<file path="config.mk">
export PLATFORM = sky130hd
export DESIGN_NAME = power_rail_manager_with_soc_top
export DESIGN_NICKNAME = d
export VERILOG_FILES = /design/src/rtl/prm_pkg.sv /design/src/rtl/prm_front.sv /design/src/rtl/prm_queue.sv /design/src/rtl/prm_back.sv /design/src/rtl/power_rail_manager_with_soc_top.sv
export SDC_FILE = /design/constraint.sdc
export NUM_CORES = 2
export LEC_CHECK = 0
export ABC_CLOCK_PERIOD_IN_PS = 6000
export BUFFER_PORTS_ARGS = -buffer_cell sky130_fd_sc_hd__buf_2
export CORE_MARGIN = 4
export CORE_UTILIZATION = 55
export DETAILED_ROUTE_END_ITERATION = 7
export GPL_ROUTABILITY_DRIVEN = 0
export HOLD_SLACK_MARGIN = 0.03
export PLACE_DENSITY = 0.79
export SLEW_MARGIN = 20
export SYNTH_ARGS = -nofsm -noshare
export SYNTH_HDL_FRONTEND = slang
export SYNTH_SLANG_ARGS = --single-unit
</file>
<file path="constraint.sdc">
create_clock -name clk -period 6 [get_ports clk]
set_clock_uncertainty 0.1 [all_clocks]
set_input_delay 0.9 -clock clk [delete_from_list [all_inputs] [get_ports clk]]
set_output_delay 0.9 -clock clk [all_outputs]
set_load 0.01 [all_outputs]
</file>
<file path="src/rtl/prm_pkg.sv">
// ----------------------------------------------------------------------------
// Power rail manager package
// Shared types, codes and constants for the power rail manager.
// ----------------------------------------------------------------------------
`default_nettype none

package prm_pkg;

	localparam logic [2:0] OP_INIT     = 3'd0;
	localparam logic [2:0] OP_ENABLE   = 3'd1;
	localparam logic [2:0] OP_DISABLE  = 3'd2;
	localparam logic [2:0] OP_SHUTDOWN = 3'd3;
	localparam logic [2:0] OP_MEASURE  = 3'd4;
	localparam logic [2:0] OP_QUERY    = 3'd5;

	localparam logic [1:0] CFG_OPTIONAL = 2'd0;
	localparam logic [1:0] CFG_LOW      = 2'd1;
	localparam logic [1:0] CFG_CRITICAL = 2'd2;

	localparam logic [1:0] ALERT_NONE     = 2'd0;
	localparam logic [1:0] ALERT_LOW      = 2'd1;
	localparam logic [1:0] ALERT_CRITICAL = 2'd2;

	localparam int unsigned CELL_COUNT = 2;

	localparam int unsigned BAT_MV_SCALE = 6600;
	localparam int unsigned SOL_MV_SCALE = 9900;
	localparam int unsigned MA_SCALE     = 660;
	localparam int unsigned ADC_SHIFT    = 12;

	localparam int unsigned CHG_LO    = 3000 * CELL_COUNT;
	localparam int unsigned CHG_SPAN  = 1200 * CELL_COUNT;
	localparam int unsigned CHG_DIV   = 12 * CELL_COUNT;
	localparam int unsigned CHG_K     = 21;
	localparam int unsigned CHG_RECIP = ((1 << CHG_K) + CHG_DIV - 1) / CHG_DIV;
	localparam int unsigned CHG_D_W   = 14;

	localparam int unsigned SMW_K     = 33;
	localparam int unsigned SMW_RECIP = 8589935;

	localparam int unsigned Q_DEPTH = 2;

	localparam int unsigned CFG_W = 7;

	typedef enum logic [2:0] {
		CMD_NOP,
		CMD_INIT,
		CMD_ENABLE,
		CMD_DISABLE,
		CMD_SHUTDOWN,
		CMD_MEASURE,
		CMD_QUERY
	} cmd_kind_t;

	typedef struct packed {
		cmd_kind_t   kind;
		logic [3:0]  rail_idx;
		logic [12:0] bat_mv;
		logic [9:0]  bat_ma;
		logic [13:0] sol_mv;
		logic [9:0]  sol_ma;
	} cmd_t;

	typedef struct packed {
		logic [6:0]  rail_mask;
		logic        rail_on;
		logic [12:0] battery_millivolts;
		logic [9:0]  battery_milliamps;
		logic [13:0] solar_millivolts;
		logic [9:0]  solar_milliamps;
		logic [12:0] solar_milliwatts;
		logic [6:0]  charge_percent;
		logic [7:0]  load_deciwatts;
		logic [1:0]  alert_level;
		logic        shutdown_flag;
	} res_t;

	function automatic logic [4:0] rail_load_dw(input logic [3:0] idx);
		logic [4:0] v;
		case (idx)
			4'd0: v = 5'd5;
			4'd1: v = 5'd15;
			4'd2: v = 5'd8;
			4'd3: v = 5'd3;
			4'd4: v = 5'd20;
			4'd5: v = 5'd5;
			4'd6: v = 5'd10;
			default: v = 5'd0;
		endcase
		return v;
	endfunction

endpackage

`default_nettype wire

</file>
<file path="src/rtl/prm_front.sv">
// ----------------------------------------------------------------------------
// Power rail manager front end
// Accepts items, classifies the opcode and scales the ADC codes.
// ----------------------------------------------------------------------------
`default_nettype none

module prm_front import prm_pkg::*; (
	input  wire logic        push,
	input  wire logic        q_full,
	input  wire logic [2:0]  opcode,
	input  wire logic [3:0]  rail_index,
	input  wire logic [11:0] battery_voltage_code,
	input  wire logic [11:0] battery_current_code,
	input  wire logic [11:0] solar_voltage_code,
	input  wire logic [11:0] solar_current_code,
	output logic             enq,
	output cmd_t             cmd
);

	logic [24:0] bat_mv_p;
	logic [21:0] bat_ma_p;
	logic [25:0] sol_mv_p;
	logic [21:0] sol_ma_p;

	assign enq = push && !q_full;

	always_comb begin
		bat_mv_p = 25'(battery_voltage_code) * 25'(BAT_MV_SCALE);
		bat_ma_p = 22'(battery_current_code) * 22'(MA_SCALE);
		sol_mv_p = 26'(solar_voltage_code) * 26'(SOL_MV_SCALE);
		sol_ma_p = 22'(solar_current_code) * 22'(MA_SCALE);

		cmd.rail_idx = rail_index;
		cmd.bat_mv   = bat_mv_p[ADC_SHIFT +: 13];
		cmd.bat_ma   = bat_ma_p[ADC_SHIFT +: 10];
		cmd.sol_mv   = sol_mv_p[ADC_SHIFT +: 14];
		cmd.sol_ma   = sol_ma_p[ADC_SHIFT +: 10];

		// Disabling the processor rail is never allowed, so it becomes a no-op here.
		case (opcode)
			OP_INIT:     cmd.kind = CMD_INIT;
			OP_ENABLE:   cmd.kind = CMD_ENABLE;
			OP_DISABLE:  cmd.kind = (rail_index == 4'd0) ? CMD_NOP : CMD_DISABLE;
			OP_SHUTDOWN: cmd.kind = CMD_SHUTDOWN;
			OP_MEASURE:  cmd.kind = CMD_MEASURE;
			OP_QUERY:    cmd.kind = CMD_QUERY;
			default:     cmd.kind = CMD_NOP;
		endcase
	end

endmodule

`default_nettype wire

</file>
<file path="src/rtl/prm_queue.sv">
// ----------------------------------------------------------------------------
// Power rail manager command queue
// Short queue of classified commands between the front and back ends.
// ----------------------------------------------------------------------------
`default_nettype none

module prm_queue import prm_pkg::*; (
	input  wire logic clk,
	input  wire logic arst_n,
	input  wire logic enq,
	input  wire cmd_t enq_cmd,
	input  wire logic deq,
	output logic      full,
	output logic      valid,
	output cmd_t      head
);

	localparam int unsigned PTR_W = (Q_DEPTH > 1) ? $clog2(Q_DEPTH) : 1;
	localparam int unsigned CNT_W = $clog2(Q_DEPTH + 1);

	cmd_t             entry_q [Q_DEPTH];
	logic [PTR_W-1:0] wr_ptr_q;
	logic [PTR_W-1:0] rd_ptr_q;
	logic [CNT_W-1:0] count_q;
	logic             do_enq;
	logic             do_deq;

	assign full   = (count_q == CNT_W'(Q_DEPTH));
	assign valid  = (count_q != '0);
	assign head   = entry_q[rd_ptr_q];
	assign do_enq = enq && !full;
	assign do_deq = deq && valid;

	always_ff @(posedge clk) begin
		if (do_enq) begin
			entry_q[wr_ptr_q] <= enq_cmd;
		end
	end

	always_ff @(posedge clk or negedge arst_n) begin
		if (!arst_n) begin
			wr_ptr_q <= '0;
			rd_ptr_q <= '0;
			count_q  <= '0;
		end else begin
			if (do_enq) begin
				wr_ptr_q <= (wr_ptr_q == PTR_W'(Q_DEPTH - 1)) ? '0 : wr_ptr_q + 1'b1;
			end
			if (do_deq) begin
				rd_ptr_q <= (rd_ptr_q == PTR_W'(Q_DEPTH - 1)) ? '0 : rd_ptr_q + 1'b1;
			end
			if (do_enq && !do_deq) begin
				count_q <= count_q + 1'b1;
			end else if (do_deq && !do_enq) begin
				count_q <= count_q - 1'b1;
			end
		end
	end

endmodule

`default_nettype wire

</file>
<file path="src/rtl/prm_back.sv">
// ----------------------------------------------------------------------------
// Power rail manager back end
// Executes commands, holds rail and measurement state, derives the telemetry.
// ----------------------------------------------------------------------------
`default_nettype none

module prm_back import prm_pkg::*; #(
	parameter int unsigned RAIL_COUNT = 7
) (
	input  wire logic             clk,
	input  wire logic             arst_n,
	input  wire logic             cfg_we,
	input  wire logic [1:0]       cfg_index,
	input  wire logic [CFG_W-1:0] cfg_wdata,
	input  wire logic             q_valid,
	input  wire cmd_t             q_head,
	output logic                  q_deq,
	input  wire logic             pop,
	output logic                  res_valid,
	output res_t                  res
);

	typedef enum logic [1:0] {
		ST_EXEC,
		ST_MUL,
		ST_DIV,
		ST_DONE
	} state_t;

	state_t                state_q;
	logic [3:0]            opt_q;
	logic [6:0]            low_q;
	logic [6:0]            crit_q;
	logic [RAIL_COUNT-1:0] en_q;
	logic [12:0]           bat_mv_q;
	logic [9:0]            bat_ma_q;
	logic [13:0]           sol_mv_q;
	logic [9:0]            sol_ma_q;
	logic                  rail_on_q;
	logic                  shut_q;
	logic [23:0]           pwr_q;
	logic [CHG_D_W-1:0]    chg_d_q;
	logic                  chg_zero_q;
	logic                  chg_full_q;
	logic [7:0]            load_q;
	logic [12:0]           smw_q;
	logic                  res_valid_q;
	res_t                  res_q;

	logic [RAIL_COUNT-1:0] sel;
	logic [15:0]           init_w;
	logic [15:0]           keep_w;
	logic [15:0]           en_w;
	logic [15:0]           mv_w;
	logic [7:0]            load_sum;
	logic [47:0]           smw_prod;
	logic [31:0]           soc_prod;
	logic [6:0]            soc;
	logic [1:0]            alert;
	logic                  res_load;

	assign q_deq     = (state_q == ST_EXEC) && q_valid;
	assign res_valid = res_valid_q;
	assign res       = res_q;
	assign res_load  = (state_q == ST_DONE) && (!res_valid_q || pop);

	always_comb begin
		sel    = {{(RAIL_COUNT - 1){1'b0}}, 1'b1} << q_head.rail_idx;
		init_w = {10'd0, opt_q, 2'b11};
		keep_w = 16'h0003;
		en_w   = 16'(en_q);
		mv_w   = 16'(bat_mv_q);

		load_sum = '0;
		for (int i = 0; i < RAIL_COUNT; i++) begin
			if (en_q[i]) begin
				load_sum = load_sum + 8'(rail_load_dw(4'(i)));
			end
		end

		smw_prod = 48'(pwr_q) * 48'(SMW_RECIP);
		soc_prod = 32'(chg_d_q) * 32'(CHG_RECIP);

		if (chg_full_q) begin
			soc = 7'd100;
		end else if (chg_zero_q) begin
			soc = 7'd0;
		end else begin
			soc = soc_prod[CHG_K +: 7];
		end

		if (soc < crit_q) begin
			alert = ALERT_CRITICAL;
		end else if (soc < low_q) begin
			alert = ALERT_LOW;
		end else begin
			alert = ALERT_NONE;
		end
	end

	always_ff @(posedge clk or negedge arst_n) begin
		if (!arst_n) begin
			state_q     <= ST_EXEC;
			opt_q       <= 4'd0;
			low_q       <= 7'd20;
			crit_q      <= 7'd10;
			en_q        <= '0;
			bat_mv_q    <= '0;
			bat_ma_q    <= '0;
			sol_mv_q    <= '0;
			sol_ma_q    <= '0;
			rail_on_q   <= 1'b0;
			shut_q      <= 1'b0;
			pwr_q       <= '0;
			chg_d_q     <= '0;
			chg_zero_q  <= 1'b1;
			chg_full_q  <= 1'b0;
			load_q      <= '0;
			smw_q       <= '0;
			res_valid_q <= 1'b0;
			res_q       <= '0;
		end else begin
			if (cfg_we) begin
				case (cfg_index)
					CFG_OPTIONAL: opt_q  <= cfg_wdata[3:0];
					CFG_LOW:      low_q  <= cfg_wdata[6:0];
					CFG_CRITICAL: crit_q <= cfg_wdata[6:0];
					default: ;
				endcase
			end

			if (res_load) begin
				res_valid_q <= 1'b1;
			end else if (pop) begin
				res_valid_q <= 1'b0;
			end

			case (state_q)
				ST_EXEC: begin
					if (q_valid) begin
						rail_on_q <= (q_head.kind == CMD_QUERY) && |(en_q & sel);
						shut_q    <= (q_head.kind == CMD_SHUTDOWN);
						case (q_head.kind)
							CMD_INIT: begin
								en_q     <= init_w[RAIL_COUNT-1:0];
								bat_mv_q <= '0;
								bat_ma_q <= '0;
								sol_mv_q <= '0;
								sol_ma_q <= '0;
							end
							CMD_ENABLE:   en_q <= en_q | sel;
							CMD_DISABLE:  en_q <= en_q & ~sel;
							CMD_SHUTDOWN: en_q <= en_q & keep_w[RAIL_COUNT-1:0];
							CMD_MEASURE: begin
								bat_mv_q <= q_head.bat_mv;
								bat_ma_q <= q_head.bat_ma;
								sol_mv_q <= q_head.sol_mv;
								sol_ma_q <= q_head.sol_ma;
							end
							default: ;
						endcase
						state_q <= ST_MUL;
					end
				end
				ST_MUL: begin
					pwr_q      <= 24'(sol_mv_q) * 24'(sol_ma_q);
					chg_zero_q <= (mv_w <= 16'(CHG_LO));
					chg_full_q <= (mv_w >= 16'(CHG_LO + CHG_SPAN));
					chg_d_q    <= CHG_D_W'(mv_w - 16'(CHG_LO));
					load_q     <= load_sum;
					state_q    <= ST_DIV;
				end
				ST_DIV: begin
					smw_q   <= smw_prod[SMW_K +: 13];
					state_q <= ST_DONE;
				end
				ST_DONE: begin
					if (res_load) begin
						res_q.rail_mask          <= en_w[6:0];
						res_q.rail_on            <= rail_on_q;
						res_q.battery_millivolts <= bat_mv_q;
						res_q.battery_milliamps  <= bat_ma_q;
						res_q.solar_millivolts   <= sol_mv_q;
						res_q.solar_milliamps    <= sol_ma_q;
						res_q.solar_milliwatts   <= smw_q;
						res_q.charge_percent     <= soc;
						res_q.load_deciwatts     <= load_q;
						res_q.alert_level        <= alert;
						res_q.shutdown_flag      <= shut_q;
						state_q                  <= ST_EXEC;
					end
				end
				default: state_q <= ST_EXEC;
			endcase
		end
	end

endmodule

`default_nettype wire

</file>
<file path="src/rtl/power_rail_manager_with_soc_top.sv">
// A pushed item waits in the command queue until the back end takes it. The back end runs
// a four-step sequence (execute, power product, power scaling, charge and alert) that shares
// one set of registers, registers the result and takes no new item until it is done.
// A two-entry command queue lets the front end take items while the back end works.
// Asynchronous reset clears the rails, the measurements and the queue, and sets the
// registers to optional mask 0, low charge 20 and critical charge 10.
// ----------------------------------------------------------------------------
// Power rail manager top level
// Rail enable control with battery and solar housekeeping telemetry.
// ----------------------------------------------------------------------------
`default_nettype none

module power_rail_manager_with_soc_top import prm_pkg::*; #(
	parameter int unsigned RAIL_COUNT = 7
) (
	input  wire logic             clk,
	input  wire logic             arst_n,
	input  wire logic             cfg_we,
	input  wire logic [1:0]       cfg_index,
	input  wire logic [CFG_W-1:0] cfg_wdata,
	input  wire logic             push,
	output logic                  full,
	input  wire logic [2:0]       opcode,
	input  wire logic [3:0]       rail_index,
	input  wire logic [11:0]      battery_voltage_code,
	input  wire logic [11:0]      battery_current_code,
	input  wire logic [11:0]      solar_voltage_code,
	input  wire logic [11:0]      solar_current_code,
	output logic                  empty,
	input  wire logic             pop,
	output logic [6:0]            rail_mask,
	output logic                  rail_on,
	output logic [12:0]           battery_millivolts,
	output logic [9:0]            battery_milliamps,
	output logic [13:0]           solar_millivolts,
	output logic [9:0]            solar_milliamps,
	output logic [12:0]           solar_milliwatts,
	output logic [6:0]            charge_percent,
	output logic [7:0]            load_deciwatts,
	output logic [1:0]            alert_level,
	output logic                  shutdown_flag
);

	logic enq;
	cmd_t enq_cmd;
	logic q_full;
	logic q_valid;
	cmd_t q_head;
	logic q_deq;
	logic res_valid;
	res_t res;

	prm_front u_front (
		.push                 (push),
		.q_full               (q_full),
		.opcode               (opcode),
		.rail_index           (rail_index),
		.battery_voltage_code (battery_voltage_code),
		.battery_current_code (battery_current_code),
		.solar_voltage_code   (solar_voltage_code),
		.solar_current_code   (solar_current_code),
		.enq                  (enq),
		.cmd                  (enq_cmd)
	);

	prm_queue u_queue (
		.clk     (clk),
		.arst_n  (arst_n),
		.enq     (enq),
		.enq_cmd (enq_cmd),
		.deq     (q_deq),
		.full    (q_full),
		.valid   (q_valid),
		.head    (q_head)
	);

	prm_back #(
		.RAIL_COUNT (RAIL_COUNT)
	) u_back (
		.clk       (clk),
		.arst_n    (arst_n),
		.cfg_we    (cfg_we),
		.cfg_index (cfg_index),
		.cfg_wdata (cfg_wdata),
		.q_valid   (q_valid),
		.q_head    (q_head),
		.q_deq     (q_deq),
		.pop       (pop),
		.res_valid (res_valid),
		.res       (res)
	);

	assign full               = q_full;
	assign empty              = !res_valid;
	assign rail_mask          = res.rail_mask;
	assign rail_on            = res.rail_on;
	assign battery_millivolts = res.battery_millivolts;
	assign battery_milliamps  = res.battery_milliamps;
	assign solar_millivolts   = res.solar_millivolts;
	assign solar_milliamps    = res.solar_milliamps;
	assign solar_milliwatts   = res.solar_milliwatts;
	assign charge_percent     = res.charge_percent;
	assign load_deciwatts     = res.load_deciwatts;
	assign alert_level        = res.alert_level;
	assign shutdown_flag      = res.shutdown_flag;

endmodule

`default_nettype wire

</file>
* Yosys cells after proc, flatten, opt, wreduce, memory -nomap -nowiden
Memories as Yosys holds them, arrays and structs flattened. Index checks and enable logic that the tools add are counted. W data, S select, Z words.
Storage, ports and cells: register bits 228, memory bits (writable) 108, output and inout port bits 88, memories 1
Memory list:
- u_queue.entry_q | depth 2, width 54, read ports 1, clocked after Yosys merged registers in 0, write ports 1, line prm_queue.sv:21 | cmd_t entry_q [Q_DEPTH];
Operators by class: add/subtract/negate cells 11, multiply operators 7, order comparisons 4, eq/ne operators 19, shift operators 1, muxes and demuxes 35, bitwise operators 5, reductions and logical operators 33
Operator list (number):
- $mux W8 | 6
- $mul A24 B24 Y46 const B | 1
- $add A8 B5 Y8 | 5
- $mul A12 B8 Y20 const B | 2
- $pmux W10 S2 | 2
- $mux W5 | 6
- $pmux W14 S2 | 1
- $pmux W7 S4 | 1
- $mul A14 B16 Y27 const B | 1
- $pmux W13 S2 | 1
- $mul A12 B12 Y24 const B | 1
- $mul A14 B10 Y24 | 1
- $mul A12 B10 Y22 const B | 1
- $pmux W3 S6 | 1
- $eq A3 B3 Y1 const B | 5
- $and A7 B7 Y7 | 2
- $ge A13 B14 Y1 const B | 1
- $lt A7 B7 Y1 | 2
- $mux W7 | 2
- $sub A13 B13 Y14 const B | 1
- $le A13 B13 Y1 const B | 1
- $eq A3 B2 Y1 const B | 4
- $mux W2 | 6
- $reduce_and A2 Y1 | 6
- 27 further kinds | 55

* Logic depth before layout (Yosys ltp)
word-level depth 13, gate-level depth with buffers 27

* Modules after synthesis
A second synthesis with hierarchy kept.
Unflattened totals: cells, all modules 3535, area, all modules 37813.8 µm²
Modules (own cells, without submodules):
- prm_back | times used 1, cells an instance 2534, area each 25917.4 µm², seq. area each 5586.6 µm²
- prm_front | times used 1, cells an instance 813, area each 7548.5 µm², seq. area each 0.0 µm²
- prm_queue | times used 1, cells an instance 187, area each 4344.2 µm², seq. area each 3343.2 µm²
- power_rail_manager_with_soc_top | times used 1, cells an instance 1, area each 3.8 µm², seq. area each 0.0 µm²

* Worst setup path after synthesis
No wires, ideal clock.
path kind reg2reg, from register u_back.pwr_q[22], to register u_back.smw_q[10], library setup time 87 ps, data arrival time 6089 ps, data required time 5813 ps, slack -276 ps, stages on the path, launching flop included 24, cells stage by stage dfrtp_1 -> inv_1 -> ha_1 -> fa_1 -> inv_1 -> ha_1 -> inv_1 -> fa_1 -> inv_1 -> fa_1 -> inv_1 -> fa_1 -> inv_1 -> fa_1 -> ha_1 -> nand3_1 -> nor4_1 -> and4_1 -> a221oi_2 -> a21oi_2 -> a21oi_1 -> a21oi_2 -> or4b_2 -> o211ai_1
Between the ends: longest elaborated chain between the ends 1
RTL lines:
- start: declaration | line prm_back.sv:41 | logic [23:0] pwr_q;
- start signal: assignment | line prm_back.sv:166 | pwr_q <= 24'(sol_mv_q) * 24'(sol_ma_q);
- $mul A24 B24 Y46 | line prm_back.sv:81 | smw_prod = 48'(pwr_q) * 48'(SMW_RECIP);
- end signal: assignment | line prm_back.sv:174 | smw_q <= smw_prod[SMW_K +: 13];
- end: declaration | line prm_back.sv:46 | logic [12:0] smw_q;
No other way between the ends. A chain may end at the register's enable or synchronous reset.

* Worst setup path after layout
from register u_back.pwr_q[17], to register u_back.smw_q[12]
Same word-level chain as after synthesis.

==> impl_metrics.toml <==
[status]
status = "complete, but fails checks"
violations = "negative setup slack"

[worst_setup_path]
cp.required_ps = 6400
slowest_stage = "fa_2"
worst_setup_path_end_kind = "flop"
worstSetupStartpointType = "flop"
critPathBufInv = 5
timing.critical_path.max_delay_family = "adder cells"
crit_arrival_ps = 6870
worst-setup-path-type = "reg -> reg"
slowest_delay_ps = 580
worst-path-max-fanout = 4
worstPathCellList = "buf_6 > buf_4 > ha_1 > fa_1 > ha_1 > fa_2 > fa_1 > inv_1 > fa_1 > inv_1 > fa_2 > ha_1 > nand3_2 > o211ai_1 > nand2_2 > a31oi_4 > a221oi_4 > a21oi_2 > buf_4 > a21o_1 > a31o_1 > or4_1 > nand3_1"

[clocking]
clk_latency_ps = 570
clk_path_buf_depth = 3
cts_tree = "yes"
cts.hold.buffers_added = 0
clockRootBuffer = "clkbuf_16"
numCtsBuffers = 38
clock-sinks = 335
cts.clk_slew.worst_paths_ps = 60
htree_levels = 2

[placement]
numPortBuffers = 156
hpwlAfterDp_um = 60400

[timing]
slew-limit-headroom_pct = 33.3
finalCritPeriodShare_pct = 108
fin_crit_ps = 6470
fin_ws_ps = -471
drv_slew = 0
rsz0062_at_grt = "yes"
fmax_ghz = 0.155
hold_viol = 0
setup_violations = 12
worst_pin_slew_ps = 1000

[detailed_routing]
via_count = 24200
drtIter0Drc = 957
viasPerCell = 5.31
drt_wl_total_um = 76700
drtPass1Iterations = 5
ant_nets = 0
drc = 0
wl_per_cell_um = 16.8

[yosys]
yosysSeqAreaShare_pct = 24.5
ys.flop_type = "dfrtp_1"
avgSynthCellArea_um2 = 10.8
ys_seq_elements = 335
syn_inst = 3360
ys_warn_count = 0
synth.distinct_cells = 69
synth_async_sr_flop_share_pct = 67.8
syn-cell-area_mm2 = 0.0364
synth-edff-count = 108
syn-num-nets = 4532

[floorplan]
row_count = 94
pin_count = 157
core-area_mm2 = 0.0656
fp.dieH_um = 265
die_x_um = 265
die_area_mm2 = 0.0703
start_util_pct = 55.4

[finish]
drive_gt1_share_pct = 17.9
layout.nets = 4837
area_growth_pct = 13.7
fin_util_pct = 63.0
n_antenna_cell = 0

[hold_path]
min_path_type = "in -> async"

[grt]
grt_antenna_before_repair = 0
grt.total_usage_pct = 21.9
grt-ovfl-total = 0
grt_max_degree = 130
grt_pass1_vias = 25800
grt_pass1_wl_um = 128000

[run]
drv_cap = 0
[cell usage in the layout, fill, tap and decap left out, types with 25 or more instances in the layout]
master | synthesis | layout
ha_1 | 684 | 660
mux2i_1 | 59 | 58
inv_1 | 725 | 710
o21ai_0 | 67 | 62
edfxtp_1 | 108 | 108
nand2_1 | 194 | 188
nor2_1 | 93 | 89
buf_2 | 2 | 156
a21oi_1 | 83 | 75
o31ai_1 | 59 | 59
buf_4 | 0 | 168
nor3_1 | 28 | 25
dfrtp_1 | 222 | 203
xnor2_1 | 79 | 75
nand3_1 | 35 | 32
clkbuf_16 | 0 | 38
mux2_2 | 127 | 121
fa_1 | 419 | 411
and2_1 | 64 | 64
xor2_1 | 30 | 28
[synth_stat cells (3+ instances only)]
master	instances	area, um2
or3_1	4	25.0
nor2b_1	15	93.8
mux2_2	127	1430
buf_1	15	56.3
nand3_1	35	175
nand2b_1	10	62.6
a21oi_1	83	415
fa_1	419	8390
and2_1	64	400
a21o_1	21	158
a31oi_1	14	87.6
o211a_1	3	30.0
and3_1	14	87.6
ha_1	684	8560
a211oi_1	7	52.6
o21bai_1	7	52.6
o21ai_1	6	30.0
o21ai_0	67	335
or2_2	5	31.3
o2111ai_1	3	26.3
or4_1	3	22.5
nand4_1	6	37.5
mux2i_1	59	591
nor2_1	93	349
xor2_1	30	263
edfxtp_1	108	3240
nor4_1	6	37.5
o21a_1	16	120
o41ai_1	4	35.0
inv_1	725	2720
o211ai_1	4	30.0
dfrtp_1	222	5560
and4_1	4	35.0
a31o_2	7	61.3
xnor2_1	79	692
nand3b_1	8	60.1
a21oi_2	3	26.3
clkbuf_1	57	214
o31ai_1	59	443
nand2_1	194	728
dfstp_2	5	131
nor3_1	28	140
[per-stage QoR]
step / setup slack (ps) / std cells / area [um2] / hold WS, ps / TNS [ps]
final: -471 / 4558 / 41400 / 303 / -3620
after global routing: -646 / 4558 / 41400 / 398 / -6250
after CTS: -459 / 4543 / 40900 / 372 / -2700
after detailed placement: -486 / 4446 / 39100 / 368 / -4880
after global placement: -338 / 4446 / 39100 / 363 / -2680
after floorplan: -160 / 3360 / 36400 / 345 / -296
[timing repair]
item,in CTS,in global routing
endpoints found under the setup margin,13,17
pin swaps,65,67
gates resized for setup,66,69
setup buffers,29,17
[registers in the layout, indices dropped and copies added, names as in the netlist, 8 cells and up]
register and cells:
u_back.sol_mv_q 14, u_back.chg_d_q 14, u_back.smw_q 13, u_back.bat_mv_q 13, u_back.pwr_q 24, u_queue.entry_q 108, u_back.load_q 8, u_back.sol_ma_q 10
u_back.res 86, u_back.bat_ma_q 10
[path summary, 6_finish.rpt]
check                              startpoint                 end  slack (ps)  cells after the start
setup / recovery             u_back.pwr_q[17]    u_back.smw_q[12]        -470                     23
hold / removal                         arst_n      u_back.res[78]         300                      1
setup reg to reg             u_back.pwr_q[17]    u_back.smw_q[12]        -470                     23
hold reg to reg            u_back.bat_ma_q[7]  u_back.bat_ma_q[7]         380                      2
max in group asynchronous              arst_n  u_back.sol_mv_q[7]        4330                      2
min in group clk           u_back.bat_ma_q[7]  u_back.bat_ma_q[7]         380                      2
[per-layer routing]
metal	GRT usage (%)	up-vias	part of all wire, %	wire length, um
met5	0	-	0	0
li1	-	11600	-	-
met1	29.6	12100	44	33800
met3	3.85	114	4.9	3750
met4	5.01	0	2.1	1600
met2	37.4	427	49	37500
[area by class of cell]
class / instances / area [um2]
fill: 4960 / 24300
inverter: 725 / 2720
multi-input combinational: 2226 / 25100
tap: 864 / 1080
clock inverter: 22 / 282
timing repair buffer: 339 / 2220
sequential: 335 / 8960
clock buffer: 47 / 995
[logic make-up (layout without fill, tap and decap cells)]
| group | Yosys count | count (layout) | share of synthesized area (%) |
|---|---|---|---|
| fa+ha+maj | 1103 | 1103 | 46.6 |
| buf+inv | 799 | 1133 | 8.25 |
| simple gates | 499 | 499 | 6.52 |
| flops | 335 | 335 | 24.5 |
| compound gates | 328 | 328 | 5.85 |
| mux | 187 | 187 | 5.62 |
| xor+xnor | 109 | 109 | 2.62 |
Power is not shown: default switching activity piles up to over one toggle a cycle in this logic, so the estimate is an artifact.
